==> config.mk <==
export PLATFORM = sky130hd
export DESIGN_NAME = ctf_ctrl
export DESIGN_NICKNAME = d
export VERILOG_FILES = /design/src/design/ctf_pkg.sv /design/src/design/ctf_ctrl.sv
export SDC_FILE = /design/constraint.sdc
export NUM_CORES = 1
export LEC_CHECK = 0
export BUFFER_PORTS_ARGS = -buffer_cell sky130_fd_sc_hd__buf_2
export CORE_MARGIN = 2
export CORE_UTILIZATION = 40
export DETAILED_ROUTE_END_ITERATION = 10
export GPL_ROUTABILITY_DRIVEN = 0
export GPL_TIMING_DRIVEN = 0
export PLACE_DENSITY = 0.66
export SKIP_CTS_REPAIR_TIMING = 1
export SLEW_MARGIN = 20
export SYNTH_ARGS = -nofsm -noshare
export SYNTH_HDL_FRONTEND = slang
export SYNTH_SLANG_ARGS = --single-unit
export TNS_END_PERCENT = 10
==> constraint.sdc <==
create_clock -name clk -period 1.8 [get_ports clk]
set_input_delay 0.54 -clock clk [delete_from_list [all_inputs] [get_ports clk]]
set_output_delay 0.54 -clock clk [all_outputs]
set_load 0.005 [all_outputs]
==> src/design/ctf_pkg.sv <==
// ctf_pkg: widths, register indexes, command/status structs and the cordic
// arctangent table shared by the complementary tilt filter modules
// no dependencies
package ctf_pkg;

	// register indexes on the configuration channel
	localparam int CFG_IDX_W = 2;
	localparam logic [CFG_IDX_W-1:0] REG_BLEND_WEIGHT = 2'd0;
	localparam logic [CFG_IDX_W-1:0] REG_MAX_ELAPSED  = 2'd1;

	localparam logic [16:0] BLEND_RESET   = 17'd64225;
	localparam logic [31:0] ELAPSED_RESET = 32'd500000;

	// cordic table and datapath widths
	localparam int ANG_TABLE_LEN = 24;
	localparam int STEP_W        = 5;
	localparam int XY_W          = 28;
	localparam int ANG_W         = 26;
	localparam int ACC_W         = 18;
	localparam int TAB_W         = 22;

	// 180 degrees in degrees times 65536
	localparam logic signed [ANG_W-1:0] HALF_TURN = 26'sd11796480;

	// round(180/pi/4e6 * 2^40)
	localparam logic [23:0] GYRO_K = 24'd15749344;

	localparam logic signed [23:0] ANGLE_MAX = 24'sh7FFFFF;
	localparam logic signed [23:0] ANGLE_MIN = 24'sh800000;

	typedef struct packed {
		logic              load;
		logic              iter;
		logic              mul1;
		logic              mul2;
		logic              gsum;
		logic              inner;
		logic              blend;
		logic              fin;
		logic              out_load;
		logic [STEP_W-1:0] step;
	} ctf_cmd_t;

	typedef struct packed {
		logic out_free;
	} ctf_sts_t;

	// atan(2^-i) in degrees times 65536
	function automatic logic [TAB_W-1:0] atan_entry(input logic [STEP_W-1:0] idx);
		logic [TAB_W-1:0] v;
		case (idx)
			5'd0:    v = 22'd2949120;
			5'd1:    v = 22'd1740967;
			5'd2:    v = 22'd919879;
			5'd3:    v = 22'd466945;
			5'd4:    v = 22'd234379;
			5'd5:    v = 22'd117304;
			5'd6:    v = 22'd58666;
			5'd7:    v = 22'd29335;
			5'd8:    v = 22'd14668;
			5'd9:    v = 22'd7334;
			5'd10:   v = 22'd3667;
			5'd11:   v = 22'd1833;
			5'd12:   v = 22'd917;
			5'd13:   v = 22'd458;
			5'd14:   v = 22'd229;
			5'd15:   v = 22'd115;
			5'd16:   v = 22'd57;
			5'd17:   v = 22'd29;
			5'd18:   v = 22'd14;
			5'd19:   v = 22'd7;
			5'd20:   v = 22'd4;
			5'd21:   v = 22'd2;
			5'd22:   v = 22'd1;
			default: v = 22'd0;
		endcase
		return v;
	endfunction

endpackage

==> src/design/ctf_ctrl.sv <==
// ctf_ctrl: sequencer for the tilt filter, walks one sample through the
// cordic steps and the gyro/blend stages; depends on ctf_pkg
module ctf_ctrl #(
	parameter int NSTEPS = 16
) (
	input  logic              clk,
	input  logic              arst_n,
	input  logic              in_valid,
	output logic              in_ready,
	input  ctf_pkg::ctf_sts_t sts,
	output ctf_pkg::ctf_cmd_t cmd
);
	import ctf_pkg::*;

	localparam logic [3:0] S_IDLE  = 4'd0;
	localparam logic [3:0] S_ITER  = 4'd1;
	localparam logic [3:0] S_MUL1  = 4'd2;
	localparam logic [3:0] S_MUL2  = 4'd3;
	localparam logic [3:0] S_GSUM  = 4'd4;
	localparam logic [3:0] S_INNER = 4'd5;
	localparam logic [3:0] S_BLEND = 4'd6;
	localparam logic [3:0] S_FIN   = 4'd7;
	localparam logic [3:0] S_OUT   = 4'd8;

	localparam logic [STEP_W-1:0] LAST_STEP = STEP_W'(NSTEPS - 1);

	logic [3:0]        state_q;
	logic [STEP_W-1:0] step_q;

	always_comb begin
		cmd      = '0;
		cmd.step = step_q;
		in_ready = (state_q == S_IDLE);
		case (state_q)
			S_IDLE:  cmd.load     = in_valid;
			S_ITER:  cmd.iter     = 1'b1;
			S_MUL1:  cmd.mul1     = 1'b1;
			S_MUL2:  cmd.mul2     = 1'b1;
			S_GSUM:  cmd.gsum     = 1'b1;
			S_INNER: cmd.inner    = 1'b1;
			S_BLEND: cmd.blend    = 1'b1;
			S_FIN:   cmd.fin      = 1'b1;
			S_OUT:   cmd.out_load = sts.out_free;
			default: cmd          = '0;
		endcase
	end

	always_ff @(posedge clk or negedge arst_n) begin
		if (!arst_n) begin
			state_q <= S_IDLE;
			step_q  <= '0;
		end else begin
			case (state_q)
				S_IDLE: begin
					step_q <= '0;
					if (in_valid) state_q <= S_ITER;
				end
				S_ITER: begin
					step_q <= step_q + 1'b1;
					if (step_q == LAST_STEP) state_q <= S_MUL1;
				end
				S_MUL1:  state_q <= S_MUL2;
				S_MUL2:  state_q <= S_GSUM;
				S_GSUM:  state_q <= S_INNER;
				S_INNER: state_q <= S_BLEND;
				S_BLEND: state_q <= S_FIN;
				S_FIN:   state_q <= S_OUT;
				S_OUT: begin
					if (sts.out_free) state_q <= S_IDLE;
				end
				default: state_q <= S_IDLE;
			endcase
		end
	end

endmodule

==> qor.yml <==
outcome: "finished with violations"
violations: "setup timing"
clock_sinks: 9
crit_buf_inv: 2
via_per_inst: 5.048
period_minus_slack_ns: 1.957
cts_buffers: 3
relSlewSlack_pct: 58.94
netlist_instances: 62
core.rowCount: 13
power_w: 0.001412
cp_slowest_cell: "dfrtp_1"
setup_ws_ns: -0.1574
power_frac_seq_pct: 28.0
swShare_pct: 40.08
first_iter_violations: 14
crit_required_ns: 1.26
synth_top_area_share_pct: 40.27
tightestPinTransition_ns: 0.6111
final-instance-count-excl-fill: 105
synth_top_area_cell: "dfrtp_1"
pwr-share-comb_pct: 61.0
crit_chain: "buf_6 > nor3_4 > nand2b_4 > and2_4 > buf_6"
leakagePower_nw: 0.4072
tritoncts: "yes"
vias: 530
cap_violations: 0
syn_area_per_cell_sq_um: 9.021
clockBufferDepth: 2
crit_type: "reg2out"
min_period_over_period_pct: 108.7
h-tree-depth: 1
cp_num_cells: 5
dp_hpwl_um: 849.5
cp_common_cell: "buf_6"
start_util_pct: 42.98
p_int_w: 0.0008458
antenna_found_initial: 0
synth.area.top_cells: "dfrtp_1 40%, and2_1 6.7%, nor3_1 5.4%, nor2_1 5.4%, ha_1 4.5%"
grt_pass1_wl_mm: 1.731
syn_area_sq_um: 559.3
pwr-share-clk_pct: 11.0
rsz0062_at_grt: "yes"
clk_latency_ns: 0.26
drv_slew: 0
die_w_um: 41.39
io_pins: 19
core_sq_mm: 0.001301
antenna_cells: 0
fin_skew_ns: 0.007420
overflow: 0
r2r-end: "state_q[0]"
max_freq_mhz: 510.9
crit_path_end_kind: "output port"
min_path_type: "in2async"
setup_viol: 13
p_switching_w: 0.0005657
ys_ff_latch: 9
grt_max_degree: 11
numPlacedInstances: 95
regToRegSetupSlack_ns: 0.24
synth.distinct_cells: 23
yosys_warnings: 0
power_density_mw_per_mm2: 1730
cp-startpoint: "state_q[2]"
critPathTopFamily: "simple AND/OR/NAND/NOR gates"
wl_mm: 1.273
clkTransAtPathRegs_ns: 0.06
r2r_cells: 5
ant_nets: 0
drc_errors: 0
drive_gt1_share_pct: 46.67
ir_worst_vdd_v: 0.0007986
reg2reg_from: "step_q[0]"
io_buffers: 18
finalHoldViolCount: 0
ys_seq_area_share_pct: 40.27
cp_max_fo: 5
cpPeakStageDelay_ns: 0.42
arrival_ns: 1.42
detail_route.wl_per_cell_um: 12.12
start_kind: "flop"
syn_to_final_growth_pct: 45.86
cts_root_buf: "clkbuf_4"
drt_pass1_iterations: 4
grt_pass1_vias: 396
final_nets: 97
die_y_um: 41.39
cp-endpoint: "cmd[4]"
track_usage_pct: 16.70
synth_nets: 68
die_area_sq_mm: 0.001713
-- Yosys cell counts, drive strengths merged --
library cell / n
buf: 3
nand3: 1
or2b: 1
a21oi: 2
and3: 2
o22ai: 2
nor2: 8
a41oi: 1
and2: 6
ha: 2
nand2: 4
a31oi: 2
o21ai: 1
xor2: 1
o21a: 1
nor4: 1
o32a: 1
inv: 3
dfrtp: 9
nor3: 6
nor4b: 1
nand2b: 4
-- cells by family after synthesis --
logic type / Yosys count / synth area share (%)
flip-flops: 9 / 40.27
XOR/XNOR: 1 / 1.566
buffers and inverters: 6 / 7.383
adder cells (fa/ha/maj): 2 / 4.474
AO/OA/AOI/OAI: 10 / 11.86
AND/OR/NAND/NOR: 34 / 34.45
-- worst min-delay path by stage --
stage	start	end	slack, ns	cells after the start
floorplan	arst_n	state_q[0]	0.24	0
global placement	arst_n	state_q[3]	0.40	1
detailed placement	arst_n	state_q[3]	0.40	1
CTS	arst_n	state_q[3]	0.12	1
global route	arst_n	step_q[3]	0.12	1
finish	arst_n	state_q[3]	0.11	1
-- state kept, by name (all words and copies together), names as in the netlist --
signal / flops
step_q: 5
state_q: 4
-- routing by layer --
metal | GRT usage, % | vias up | routed length [um]
li1 | - | 271 | -
met1 | 20.59 | 240 | 606
met2 | 23.44 | 17 | 588
met3 | 9.574 | 2 | 67
met4 | 7.258 | 0 | 10
met5 | 0 | - | 0
-- cell usage in the layout, fill, tap and decap left out, drive strengths merged, types with 2 or more instances in the layout --
master,n
o22ai,2
ha,2
nand2b,4
a21oi,2
a31oi,2
inv,3
nor2,8
nor3,6
and2,6
nand2,4
clkbuf,4
and3,2
buf,27
dfrtp,9
-- metrics by stage --
stage / cell area (sq um) / util (%) / hold WS (ns) / setup WS, ns / setup TNS, ns
after floorplan: 559.3 / - / 0.2444 / 0.2035 / 0
after global placement: 668.1 / 51.35 / 0.4012 / -0.02918 / -0.08972
after detailed placement: 668.1 / 51.35 / 0.4013 / -0.01796 / -0.05326
after CTS: 694.4 / 53.37 / 0.1164 / -0.3113 / -2.163
after global routing: 815.8 / 62.69 / 0.1197 / -0.2255 / -2.439
final: 815.8 / 62.69 / 0.1142 / -0.1574 / -1.343
-- power groups by stage --
stage / Sequential [W] / Clock (W) / Combinational (W)
after detailed placement: 0.000376 / 0 / 0.000623
after floorplan: 0.000356 / 0 / 0.000445
after global routing: 0.000404 / 0.000175 / 0.000948
after CTS: 0.000372 / 0.000162 / 0.000626
after global placement: 0.000374 / 0 / 0.000612
final: 0.000395 / 0.000155 / 0.000861
-- worst reg2reg max path: cells and delay by family (launching register included) --
| family | cells | cell delay [ns] |
|---|---|---|
| AND/OR/NAND/NOR | 2 | 0.30 |
| adder cells (fa/ha/maj) | 2 | 0.43 |
| AO/OA/AOI/OAI | 1 | 0.33 |
| flip-flops | 1 | 0.43 |
-- area by class of cell --
cell class                 count  area [sq um]
sequential                     9         227.7
inverter                       3         11.26
fill                         107         485.5
multi-input combinational     47         337.8
tap                           15         18.77
timing repair buffer          24         160.2
clock buffer                   4         26.28
buffer                         3         33.78
Note: power is estimated with default switching activity, not from simulation.
